===== src/sv/lcpl_pkg.sv =====
`default_nettype none

package lcpl_pkg;

    // channel count default
    localparam int LCPL_CHANNELS = 4;

    // field widths
    localparam int CH_FW   = 2;
    localparam int CUR_W   = 16;
    localparam int TIME_W  = 32;
    localparam int REG_W   = 16;
    localparam int ACC_W   = 24;
    localparam int CFG_IDX_W = 3;

    // register indexes
    localparam logic [CFG_IDX_W-1:0] CFG_P_GAIN      = 3'd0;
    localparam logic [CFG_IDX_W-1:0] CFG_MAX_STEP    = 3'd1;
    localparam logic [CFG_IDX_W-1:0] CFG_PWM_RANGE   = 3'd2;
    localparam logic [CFG_IDX_W-1:0] CFG_MAX_CURRENT = 3'd3;
    localparam logic [CFG_IDX_W-1:0] CFG_EVEN_RAMP   = 3'd4;
    localparam logic [CFG_IDX_W-1:0] CFG_ODD_RAMP    = 3'd5;

    // register reset values
    localparam logic [REG_W-1:0] RST_P_GAIN      = 16'd6554;
    localparam logic [REG_W-1:0] RST_MAX_STEP    = 16'd10;
    localparam logic [REG_W-1:0] RST_PWM_RANGE   = 16'd1000;
    localparam logic [REG_W-1:0] RST_MAX_CURRENT = 16'd4096;
    localparam logic [REG_W-1:0] RST_EVEN_RAMP   = 16'd2560;
    localparam logic [REG_W-1:0] RST_ODD_RAMP    = 16'd5120;

    // below this target (about 10 mA) the duty is cleared
    localparam logic [REG_W-1:0] MIN_TARGET = 16'd41;

    // divider: quotient bits retired per cycle and number of cycles
    localparam int DIV_BITS   = 4;
    localparam int DIV_STEPS  = REG_W / DIV_BITS;
    localparam int DIV_CNT_W  = $clog2(DIV_STEPS);

    typedef struct packed {
        logic [REG_W-1:0] p_gain;
        logic [REG_W-1:0] max_step;
        logic [REG_W-1:0] pwm_range;
        logic [REG_W-1:0] max_current;
        logic [REG_W-1:0] even_ramp;
        logic [REG_W-1:0] odd_ramp;
    } t_cfg;

    typedef struct packed {
        logic load;
        logic tgt;
        logic div_step;
        logic mul1;
        logic mul2;
        logic rnd;
        logic commit;
    } t_cmd;

    typedef struct packed {
        logic need_div;
        logic out_busy;
    } t_sts;

endpackage

`default_nettype wire


===== src/sv/lcpl_cfg.sv =====
`default_nettype none

module lcpl_cfg (
    input  wire logic                            i_clk,
    input  wire logic                            i_rst_n,
    input  wire logic                            i_cfg_valid,
    output logic                                 o_cfg_ready,
    input  wire logic [lcpl_pkg::CFG_IDX_W-1:0]  i_cfg_index,
    input  wire logic [lcpl_pkg::REG_W-1:0]      i_cfg_data,
    output lcpl_pkg::t_cfg                       o_cfg
);
    import lcpl_pkg::*;

    t_cfg r_cfg;

    // writes always accepted
    assign o_cfg_ready = 1'b1;

    // register file, unknown indexes dropped
    always_ff @(posedge i_clk) begin
        if (!i_rst_n) begin
            r_cfg.p_gain      <= RST_P_GAIN;
            r_cfg.max_step    <= RST_MAX_STEP;
            r_cfg.pwm_range   <= RST_PWM_RANGE;
            r_cfg.max_current <= RST_MAX_CURRENT;
            r_cfg.even_ramp   <= RST_EVEN_RAMP;
            r_cfg.odd_ramp    <= RST_ODD_RAMP;
        end else if (i_cfg_valid) begin
            unique case (i_cfg_index)
                CFG_P_GAIN:      r_cfg.p_gain      <= i_cfg_data;
                CFG_MAX_STEP:    r_cfg.max_step    <= i_cfg_data;
                CFG_PWM_RANGE:   r_cfg.pwm_range   <= i_cfg_data;
                CFG_MAX_CURRENT: r_cfg.max_current <= i_cfg_data;
                CFG_EVEN_RAMP:   r_cfg.even_ramp   <= i_cfg_data;
                CFG_ODD_RAMP:    r_cfg.odd_ramp    <= i_cfg_data;
                default: begin
                end
            endcase
        end
    end

    assign o_cfg = r_cfg;

endmodule

`default_nettype wire


===== src/sv/lcpl_ctrl.sv =====
`default_nettype none

module lcpl_ctrl (
    input  wire logic           i_clk,
    input  wire logic           i_rst_n,
    input  wire logic           i_in_valid,
    output logic                o_in_stall,
    input  wire lcpl_pkg::t_sts i_sts,
    output lcpl_pkg::t_cmd      o_cmd
);
    import lcpl_pkg::*;

    localparam logic [2:0] S_IDLE = 3'd0;
    localparam logic [2:0] S_TGT  = 3'd1;
    localparam logic [2:0] S_DIV  = 3'd2;
    localparam logic [2:0] S_MUL1 = 3'd3;
    localparam logic [2:0] S_MUL2 = 3'd4;
    localparam logic [2:0] S_RND  = 3'd5;
    localparam logic [2:0] S_UPD  = 3'd6;

    logic [2:0]           r_state;
    logic [2:0]           n_state;
    logic [DIV_CNT_W-1:0] r_div_cnt;
    logic [DIV_CNT_W-1:0] n_div_cnt;
    t_cmd                 cmd;

    // next state and commands
    always_comb begin
        n_state = r_state;
        cmd     = '0;
        unique case (r_state)
            S_IDLE: begin
                if (i_in_valid) begin
                    cmd.load = 1'b1;
                    n_state  = S_TGT;
                end
            end
            S_TGT: begin
                cmd.tgt = 1'b1;
                n_state = i_sts.need_div ? S_DIV : S_MUL1;
            end
            S_DIV: begin
                cmd.div_step = 1'b1;
                if (r_div_cnt == DIV_CNT_W'(DIV_STEPS - 1)) begin
                    n_state = S_MUL1;
                end
            end
            S_MUL1: begin
                cmd.mul1 = 1'b1;
                n_state  = S_MUL2;
            end
            S_MUL2: begin
                cmd.mul2 = 1'b1;
                n_state  = S_RND;
            end
            S_RND: begin
                cmd.rnd = 1'b1;
                n_state = S_UPD;
            end
            S_UPD: begin
                if (!i_sts.out_busy) begin
                    cmd.commit = 1'b1;
                    n_state    = S_IDLE;
                end
            end
            default: begin
                n_state = S_IDLE;
            end
        endcase
    end

    // divider step count
    assign n_div_cnt = (r_state == S_DIV) ? r_div_cnt + 1'b1 : '0;

    always_ff @(posedge i_clk) begin
        if (!i_rst_n) begin
            r_state   <= S_IDLE;
            r_div_cnt <= '0;
        end else begin
            r_state   <= n_state;
            r_div_cnt <= n_div_cnt;
        end
    end

    assign o_in_stall = (r_state != S_IDLE);
    assign o_cmd      = cmd;

endmodule

`default_nettype wire


===== src/sv/lcpl_dp.sv =====
`default_nettype none

module lcpl_dp #(
    parameter int CHANNELS = lcpl_pkg::LCPL_CHANNELS
) (
    input  wire logic                              i_clk,
    input  wire logic                              i_rst_n,
    input  wire lcpl_pkg::t_cfg                    i_cfg,
    input  wire lcpl_pkg::t_cmd                    i_cmd,
    output lcpl_pkg::t_sts                         o_sts,
    input  wire logic [lcpl_pkg::CH_FW-1:0]        i_channel,
    input  wire logic signed [lcpl_pkg::CUR_W-1:0] i_measured_current,
    input  wire logic signed [lcpl_pkg::TIME_W-1:0] i_time_rel_wakeup,
    input  wire logic                              i_out_stall,
    output logic                                   o_out_valid,
    output logic [lcpl_pkg::CH_FW-1:0]             o_out_channel,
    output logic [lcpl_pkg::REG_W-1:0]             o_pwm_duty,
    output logic [lcpl_pkg::REG_W-1:0]             o_setpoint
);
    import lcpl_pkg::*;

    localparam int CH_W    = (CHANNELS > 1) ? $clog2(CHANNELS) : 1;
    localparam int PROD1_W = REG_W + 1 + REG_W;
    localparam int PROD2_W = PROD1_W + REG_W;
    localparam int RND_W   = PROD2_W - REG_W;

    // latched item
    logic [CH_FW-1:0]         r_ch;
    logic signed [CUR_W-1:0]  r_meas;
    logic signed [TIME_W-1:0] r_t;

    // target and divider
    logic [REG_W-1:0] r_target;
    logic [REG_W-1:0] r_rem;
    logic [REG_W-1:0] r_dvd;

    // correction pipeline
    logic               r_err_neg;
    logic               r_low;
    logic [PROD1_W-1:0] r_prod1;
    logic [PROD2_W-1:0] r_prod2;
    logic signed [REG_W:0] r_delta;

    // per-channel stored duty
    logic [ACC_W-1:0] r_acc [CHANNELS];

    // output register
    logic             r_out_valid;
    logic [CH_FW-1:0] r_out_ch;
    logic [REG_W-1:0] r_out_duty;
    logic [REG_W-1:0] r_out_tgt;

    logic [REG_W-1:0]    ramp;
    logic signed [TIME_W:0] t_plus_r;
    logic                t_pos;
    logic                below;
    logic [REG_W-1:0]    ramp_arg;
    logic [2*REG_W-1:0]  tgt_prod;
    logic [REG_W:0]      rem_v;
    logic [REG_W-1:0]    dvd_v;
    logic [REG_W-1:0]    quo_v;
    logic signed [REG_W+1:0] err;
    logic [REG_W+1:0]    err_abs;
    logic [PROD2_W-1:0]  rnd_sum;
    logic [RND_W-1:0]    rounded;
    logic [REG_W-1:0]    lim;
    logic                ch_ok;
    logic [CH_W-1:0]     idx;
    logic [ACC_W-1:0]    acc_rd;
    logic signed [ACC_W:0] acc_sum;
    logic [ACC_W-1:0]    acc_sat;
    logic [ACC_W-1:0]    acc_new;
    logic [REG_W-1:0]    duty;

    // item latch
    always_ff @(posedge i_clk) begin
        if (i_cmd.load) begin
            r_ch   <= i_channel;
            r_meas <= i_measured_current;
            r_t    <= i_time_rel_wakeup;
        end
    end

    // target case split: after wake-up, before the ramp, or on the ramp
    assign ramp     = r_ch[0] ? i_cfg.odd_ramp : i_cfg.even_ramp;
    assign t_pos    = !r_t[TIME_W-1];
    assign t_plus_r = $signed({r_t[TIME_W-1], r_t}) + $signed({{(TIME_W-REG_W+1){1'b0}}, ramp});
    assign below    = t_plus_r[TIME_W];
    assign ramp_arg = r_t[REG_W-1:0] + ramp;
    assign tgt_prod = (2*REG_W)'(i_cfg.max_current) * (2*REG_W)'(ramp_arg);

    assign o_sts = '{need_div: (!t_pos && !below), out_busy: (r_out_valid && i_out_stall)};

    // restoring divider, several quotient bits per cycle
    always_comb begin
        rem_v = {1'b0, r_rem};
        dvd_v = r_dvd;
        quo_v = r_target;
        for (int i = 0; i < DIV_BITS; i++) begin
            rem_v = {rem_v[REG_W-1:0], dvd_v[REG_W-1]};
            dvd_v = {dvd_v[REG_W-2:0], 1'b0};
            quo_v = {quo_v[REG_W-2:0], 1'b0};
            if (rem_v >= {1'b0, ramp}) begin
                rem_v    = rem_v - {1'b0, ramp};
                quo_v[0] = 1'b1;
            end
        end
    end

    // target register doubles as quotient shift register
    always_ff @(posedge i_clk) begin
        if (i_cmd.tgt) begin
            r_target <= t_pos ? i_cfg.max_current : '0;
            r_rem    <= tgt_prod[2*REG_W-1:REG_W];
            r_dvd    <= tgt_prod[REG_W-1:0];
        end else if (i_cmd.div_step) begin
            r_target <= quo_v;
            r_rem    <= rem_v[REG_W-1:0];
            r_dvd    <= dvd_v;
        end
    end

    // error magnitude and sign
    assign err     = $signed({2'b00, r_target}) - $signed({{2{r_meas[CUR_W-1]}}, r_meas});
    assign err_abs = err[REG_W+1] ? (REG_W+2)'(-err) : (REG_W+2)'(err);

    // round half away from zero, then slew limit
    assign rnd_sum = r_prod2 + PROD2_W'(32768);
    assign rounded = rnd_sum[PROD2_W-1:REG_W];
    assign lim     = (rounded > RND_W'(i_cfg.max_step)) ? i_cfg.max_step : rounded[REG_W-1:0];

    always_ff @(posedge i_clk) begin
        if (i_cmd.mul1) begin
            r_err_neg <= err[REG_W+1];
            r_low     <= (r_target < MIN_TARGET);
            r_prod1   <= PROD1_W'(err_abs[REG_W:0]) * PROD1_W'(i_cfg.p_gain);
        end
        if (i_cmd.mul2) begin
            r_prod2 <= PROD2_W'(r_prod1) * PROD2_W'(i_cfg.pwm_range);
        end
        if (i_cmd.rnd) begin
            r_delta <= r_err_neg ? $signed((REG_W+1)'(0) - {1'b0, lim})
                                 : $signed({1'b0, lim});
        end
    end

    // accumulate with saturation, then clamp to the pwm range
    assign ch_ok   = (32'(r_ch) < CHANNELS);
    assign idx     = CH_W'(r_ch);
    assign acc_rd  = ch_ok ? r_acc[idx] : '0;
    assign acc_sum = $signed({acc_rd[ACC_W-1], acc_rd})
                   + $signed({{(ACC_W-REG_W){r_delta[REG_W]}}, r_delta});
    assign acc_sat = (acc_sum[ACC_W] != acc_sum[ACC_W-1])
                   ? (acc_sum[ACC_W] ? {1'b1, {(ACC_W-1){1'b0}}} : {1'b0, {(ACC_W-1){1'b1}}})
                   : acc_sum[ACC_W-1:0];
    assign acc_new = r_low ? '0 : acc_sat;

    always_comb begin
        if (acc_new[ACC_W-1] || (acc_new == '0)) begin
            duty = '0;
        end else if (acc_new > ACC_W'(i_cfg.pwm_range)) begin
            duty = i_cfg.pwm_range;
        end else begin
            duty = acc_new[REG_W-1:0];
        end
    end

    // stored duty per channel
    always_ff @(posedge i_clk) begin
        if (!i_rst_n) begin
            for (int i = 0; i < CHANNELS; i++) begin
                r_acc[i] <= '0;
            end
        end else if (i_cmd.commit && ch_ok) begin
            r_acc[idx] <= acc_new;
        end
    end

    // result beat register
    always_ff @(posedge i_clk) begin
        if (!i_rst_n) begin
            r_out_valid <= 1'b0;
        end else if (i_cmd.commit) begin
            r_out_valid <= 1'b1;
        end else if (!i_out_stall) begin
            r_out_valid <= 1'b0;
        end
    end

    always_ff @(posedge i_clk) begin
        if (i_cmd.commit) begin
            r_out_ch   <= r_ch;
            r_out_duty <= ch_ok ? duty : '0;
            r_out_tgt  <= r_target;
        end
    end

    assign o_out_valid   = r_out_valid;
    assign o_out_channel = r_out_ch;
    assign o_pwm_duty    = r_out_duty;
    assign o_setpoint    = r_out_tgt;

`ifndef SYNTHESIS
    // low target leaves a zero duty
    a_low_clears: assert property (@(posedge i_clk) disable iff (!i_rst_n)
        i_cmd.commit && r_low |=> o_pwm_duty == '0)
        else $error("duty not cleared on low target");

    // missing channel gives zero duty
    a_bad_ch: assert property (@(posedge i_clk) disable iff (!i_rst_n)
        i_cmd.commit && !ch_ok |=> o_pwm_duty == '0)
        else $error("duty nonzero for missing channel");

    // emitted duty never above full scale
    a_duty_range: assert property (@(posedge i_clk) disable iff (!i_rst_n)
        o_out_valid |-> o_pwm_duty <= i_cfg.pwm_range)
        else $error("duty above pwm range");

    // after wake-up the target is full brightness
    a_full_tgt: assert property (@(posedge i_clk) disable iff (!i_rst_n)
        i_cmd.tgt && t_pos |=> r_target == i_cfg.max_current)
        else $error("target not full after wake-up");
`endif

endmodule

`default_nettype wire


===== src/sv/led_current_p_loop_with_ramp.sv =====
`default_nettype none

// each input beat is latched and its target formed; on the ramp (not at or after
// wake-up, nor before the ramp) the 16-bit ramp divide retires 4 quotient bits
// per cycle; the error path runs two registered multiplies, then the result beat
// is committed once the output is free; no new item is taken before the commit
// reset: synchronous active-low, registers return to defaults and every
// channel's stored duty clears to zero; no result pending after reset
module led_current_p_loop_with_ramp #(
    parameter int CHANNELS = lcpl_pkg::LCPL_CHANNELS
) (
    input  wire logic                               i_clk,
    input  wire logic                               i_rst_n,
    input  wire logic                               i_in_valid,
    output logic                                    o_in_stall,
    input  wire logic [lcpl_pkg::CH_FW-1:0]         i_channel,
    input  wire logic signed [lcpl_pkg::CUR_W-1:0]  i_measured_current,
    input  wire logic signed [lcpl_pkg::TIME_W-1:0] i_time_rel_wakeup,
    output logic                                    o_out_valid,
    input  wire logic                               i_out_stall,
    output logic [lcpl_pkg::CH_FW-1:0]              o_out_channel,
    output logic [lcpl_pkg::REG_W-1:0]              o_pwm_duty,
    output logic [lcpl_pkg::REG_W-1:0]              o_setpoint,
    input  wire logic                               i_cfg_valid,
    output logic                                    o_cfg_ready,
    input  wire logic [lcpl_pkg::CFG_IDX_W-1:0]     i_cfg_index,
    input  wire logic [lcpl_pkg::REG_W-1:0]         i_cfg_data
);
    import lcpl_pkg::*;

    t_cfg cfg;
    t_cmd cmd;
    t_sts sts;

    // configuration registers
    lcpl_cfg u_cfg (
        .i_clk       (i_clk),
        .i_rst_n     (i_rst_n),
        .i_cfg_valid (i_cfg_valid),
        .o_cfg_ready (o_cfg_ready),
        .i_cfg_index (i_cfg_index),
        .i_cfg_data  (i_cfg_data),
        .o_cfg       (cfg)
    );

    // sequencer
    lcpl_ctrl u_ctrl (
        .i_clk      (i_clk),
        .i_rst_n    (i_rst_n),
        .i_in_valid (i_in_valid),
        .o_in_stall (o_in_stall),
        .i_sts      (sts),
        .o_cmd      (cmd)
    );

    // arithmetic and per-channel state
    lcpl_dp #(
        .CHANNELS (CHANNELS)
    ) u_dp (
        .i_clk              (i_clk),
        .i_rst_n            (i_rst_n),
        .i_cfg              (cfg),
        .i_cmd              (cmd),
        .o_sts              (sts),
        .i_channel          (i_channel),
        .i_measured_current (i_measured_current),
        .i_time_rel_wakeup  (i_time_rel_wakeup),
        .i_out_stall        (i_out_stall),
        .o_out_valid        (o_out_valid),
        .o_out_channel      (o_out_channel),
        .o_pwm_duty         (o_pwm_duty),
        .o_setpoint         (o_setpoint)
    );

endmodule

`default_nettype wire


===== config.mk =====
export PLATFORM = sky130hd
export DESIGN_NAME = led_current_p_loop_with_ramp
export DESIGN_NICKNAME = d
export VERILOG_FILES = /design/src/sv/lcpl_pkg.sv /design/src/sv/lcpl_cfg.sv /design/src/sv/lcpl_ctrl.sv /design/src/sv/lcpl_dp.sv /design/src/sv/led_current_p_loop_with_ramp.sv
export SDC_FILE = /design/constraint.sdc
export NUM_CORES = 2
export LEC_CHECK = 0
export BUFFER_PORTS_ARGS = -buffer_cell sky130_fd_sc_hd__buf_2
export CAP_MARGIN = 20
export CORE_ASPECT_RATIO = 1.1
export CORE_MARGIN = 8
export CORE_UTILIZATION = 60
export CTS_BUF_LIST = sky130_fd_sc_hd__clkbuf_4 sky130_fd_sc_hd__clkbuf_8
export DETAILED_ROUTE_END_ITERATION = 8
export GPL_TIMING_DRIVEN = 0
export HOLD_SLACK_MARGIN = 0.06
export PLACE_DENSITY = 0.76
export SYNTH_ARGS = -nofsm -noshare
export SYNTH_HDL_FRONTEND = slang
export SYNTH_SLANG_ARGS = --single-unit

===== constraint.sdc =====
create_clock -name i_clk -period 11.6 [get_ports i_clk]
set_input_delay 2.32 -clock i_clk [delete_from_list [all_inputs] [get_ports i_clk]]
set_output_delay 2.32 -clock i_clk [all_outputs]
set_load 0.1 [all_outputs]

==> results_dict.tcl <==
set metrics [dict create \
    yosysWarnings 0 \
    worstSkewPairLatency_ns 0.70 \
    synthArstFlopShare 0 \
    hp-class "register to register" \
    drc 0 \
    finClkSkew_ns 0.0668 \
    drive_gt1_frac 0.0693 \
    holdPathEnd "u_ctrl.r_div_cnt[0]$_SDFF_PN0_" \
    ant_nets 0 \
    worstRegToRegCells 48 \
    rrSetupSlack_ns 0.39 \
    cts_sinks 418 \
    gr-total-overflow 0 \
    vias 44585 \
    final_util 0.652 \
    cp.arrival_ns 11.53 \
    grt_max_degree 39 \
    cp_max_fo 10 \
    finish.instance_area_um2 61300 \
    finalSetupViolCount 0 \
    final_common_cell "nand2_1" \
    dpl.hpwl_um 131000 \
    r2r-end "u_dp.r_rem[11]$_DFFE_PP_" \
    outcome "complete, no violations" \
    cts_buffer_depth 3 \
    grt_pass1_vias 46567 \
    ios 111 \
    netlist_area_um2 56900 \
    htree_num_levels 3 \
    area_delta_synth_final_pct 7.76 \
    ys_seq_area_frac 0.202 \
    cts-buffers-inserted 74 \
    grt_util_met3 0.0750 \
    die-area_um2 105000 \
    die_w_um 310 \
    tns_ns 0 \
    r2r_start "u_dp.idx[0]$_DFFE_PP_" \
    syn_inst 6061 \
    rows 118 \
    cts.clk_slew.worst_paths_ns 0.07 \
    maxCapViolations 0 \
    post_dp_cell_area_um2 59300 \
    cp.required_ns 11.93 \
    synth_edf_count 314 \
    worstMarginPinSlew_ns 1.16 \
    dp.cells 7439 \
    grt_pass1_wl_um 255000 \
    drt_pre_antenna_iters 6 \
    rsz0062_at_grt "no" \
    path_class "register to register" \
    use_met1 0.385 \
    use_met2 0.496 \
    startpoint_type "register" \
    finalCritPeriodShare 0.966 \
    port_buffers 108 \
    antenna_found_initial 8 \
    clockRootBuffer "clkbuf_8" \
    synth_fp_nets 7461 \
    via_per_inst 5.87 \
    gp_congestion 0.974 \
    synth-seq-cells 418 \
    crit_top_cell "ha_1" \
    initial_core_util 0.605 \
    core-area_um2 94000 \
    slew_viol_final 0 \
    nets 7669 \
    clock.fmax_mhz 89.2 \
    busiest_layer "met2" \
    end_kind "register" \
    ys_types 99 \
    hold_depth 1 \
    drt_iter0_drc 3449 \
    synth_area_per_cell_um2 9.39 \
    maxSlewHeadroom 0.219 \
    die_y_um 339 \
    cp_slowest_stage_delay_ns 0.59 \
    fin_cells 7599 \
    final_cell_mix "1046 x nand2_1, 980 x inv_1, 840 x fa_1" \
    grtUsageTotal 0.312 \
    period_minus_slack_ns 11.21 \
    routed_wl_um 163000 \
    wire_per_inst_um 21.4 \
    cts_tree "built" \
    yosys_most_used_dff "edfxtp_1" \
    min_from "u_ctrl.r_div_cnt[0]$_SDFF_PN0_" \
    final-hold-violation-count 0 \
    cpMaxStageDelayCell "mux2i_2" \
]
-- layout make-up --
type	count	area [µm²]
repair buffers	132	837
clock buffers	107	1340
inverters	980	3680
flip-flops and latches	418	11500
fillers	7622	32700
plain buffers	256	1180
clock inverters	31	399
well taps	1260	1580
diodes	8	20.0
multi-input cells	4407	40800
-- per-layer routing --
| metal | wire (µm) | part of all wire |
|---|---|---|
| met1 | 60400 | 0.37 |
| met4 | 11200 | 0.069 |
| met3 | 16900 | 0.10 |
| met2 | 74300 | 0.46 |
| met5 | 33 | 0.00020 |
-- sequential cells by signal, summed over array words and instances (netlist names), 17 cells and up, named ones only --
| signal | flops |
|---|---|
| u_dp.r_prod2 | 34 |
| u_dp.r_t | 32 |
| u_cfg.o_cfg | 96 |
| u_dp.r_prod1 | 33 |
| u_dp.r_delta | 17 |
| u_dp.r_acc | 96 |
-- cell usage after synthesis, types with 59 or more instances --
cell type	number	area (µm²)
xnor2_1	134	1170
nor3_1	59	295
nor2_1	277	1040
nand3_1	89	445
inv_1	980	3680
a21o_1	69	518
a21oi_1	158	791
and2_1	332	2080
fa_1	840	16800
nand2_1	1046	3930
ha_1	486	6080
xor2_1	84	736
edfxtp_1	314	9430
a21boi_0	83	623
clkbuf_1	216	811
dfxtp_1	104	2080
mux2i_1	69	691
o21ai_0	107	536
-- worst max-delay path by stage --
stage                                from                        to  cells after the start
floorplan           u_dp.idx[0]$_DFFE_PP_   u_dp.r_rem[0]$_DFFE_PP_                     49
global placement    u_dp.idx[0]$_DFFE_PP_  u_dp.r_rem[14]$_DFFE_PP_                     49
detailed placement  u_dp.idx[0]$_DFFE_PP_  u_dp.r_rem[14]$_DFFE_PP_                     49
CTS                 u_dp.idx[0]$_DFFE_PP_  u_dp.r_rem[14]$_DFFE_PP_                     49
global route        u_dp.idx[0]$_DFFE_PP_  u_dp.r_rem[14]$_DFFE_PP_                     48
finish              u_dp.idx[0]$_DFFE_PP_  u_dp.r_rem[11]$_DFFE_PP_                     48
-- through the flow --
stage,hold WS [ns],worst slack [ns]
6_report,0.456,0.393
5_1_grt,0.457,0.00424
4_1_cts,0.447,0.0141
3_5_place_dp,0.438,-3.18
3_3_place_gp,0.423,-3.06
2_1_floorplan,0.405,0.531
-- cell families (layout without fill, tap and decap cells) --
family                   Yosys count  in the layout  share of synthesized area
XOR/XNOR                         219            219                     0.0338
multiplexers                     144            144                     0.0320
AND/OR/NAND/NOR                 2053           2053                      0.166
buffers and inverters           1236           1506                     0.0842
other                              1              9                  0.0000659
flip-flops                       418            418                      0.202
AO/OA/AOI/OAI                    664            664                     0.0791
adder cells (fa/ha/maj)         1326           1326                      0.402
-- repair_timing --
item | CTS | global route
setup buffers | 5 | 7
hold buffers | 0 | 0
hold endpoints to repair | 0 | 0
endpoints found under the setup margin | 18 | 17
resized for setup | 29 | 20
pin swaps | 2 | 4
-- critical path, delay by kind of cell, from the launching register on --
family / cells / cell delay (ns)
adders and majority gates: 4 / 1.03
AOI/OAI and AO/OA: 20 / 4.80
muxes: 6 / 1.97
buffers and inverters: 9 / 1.50
DFF: 1 / 0.39
and+or+nand+nor: 9 / 1.17
Power is not shown: default switching activity piles up to over one toggle a cycle in this logic, so the estimate is an artifact.
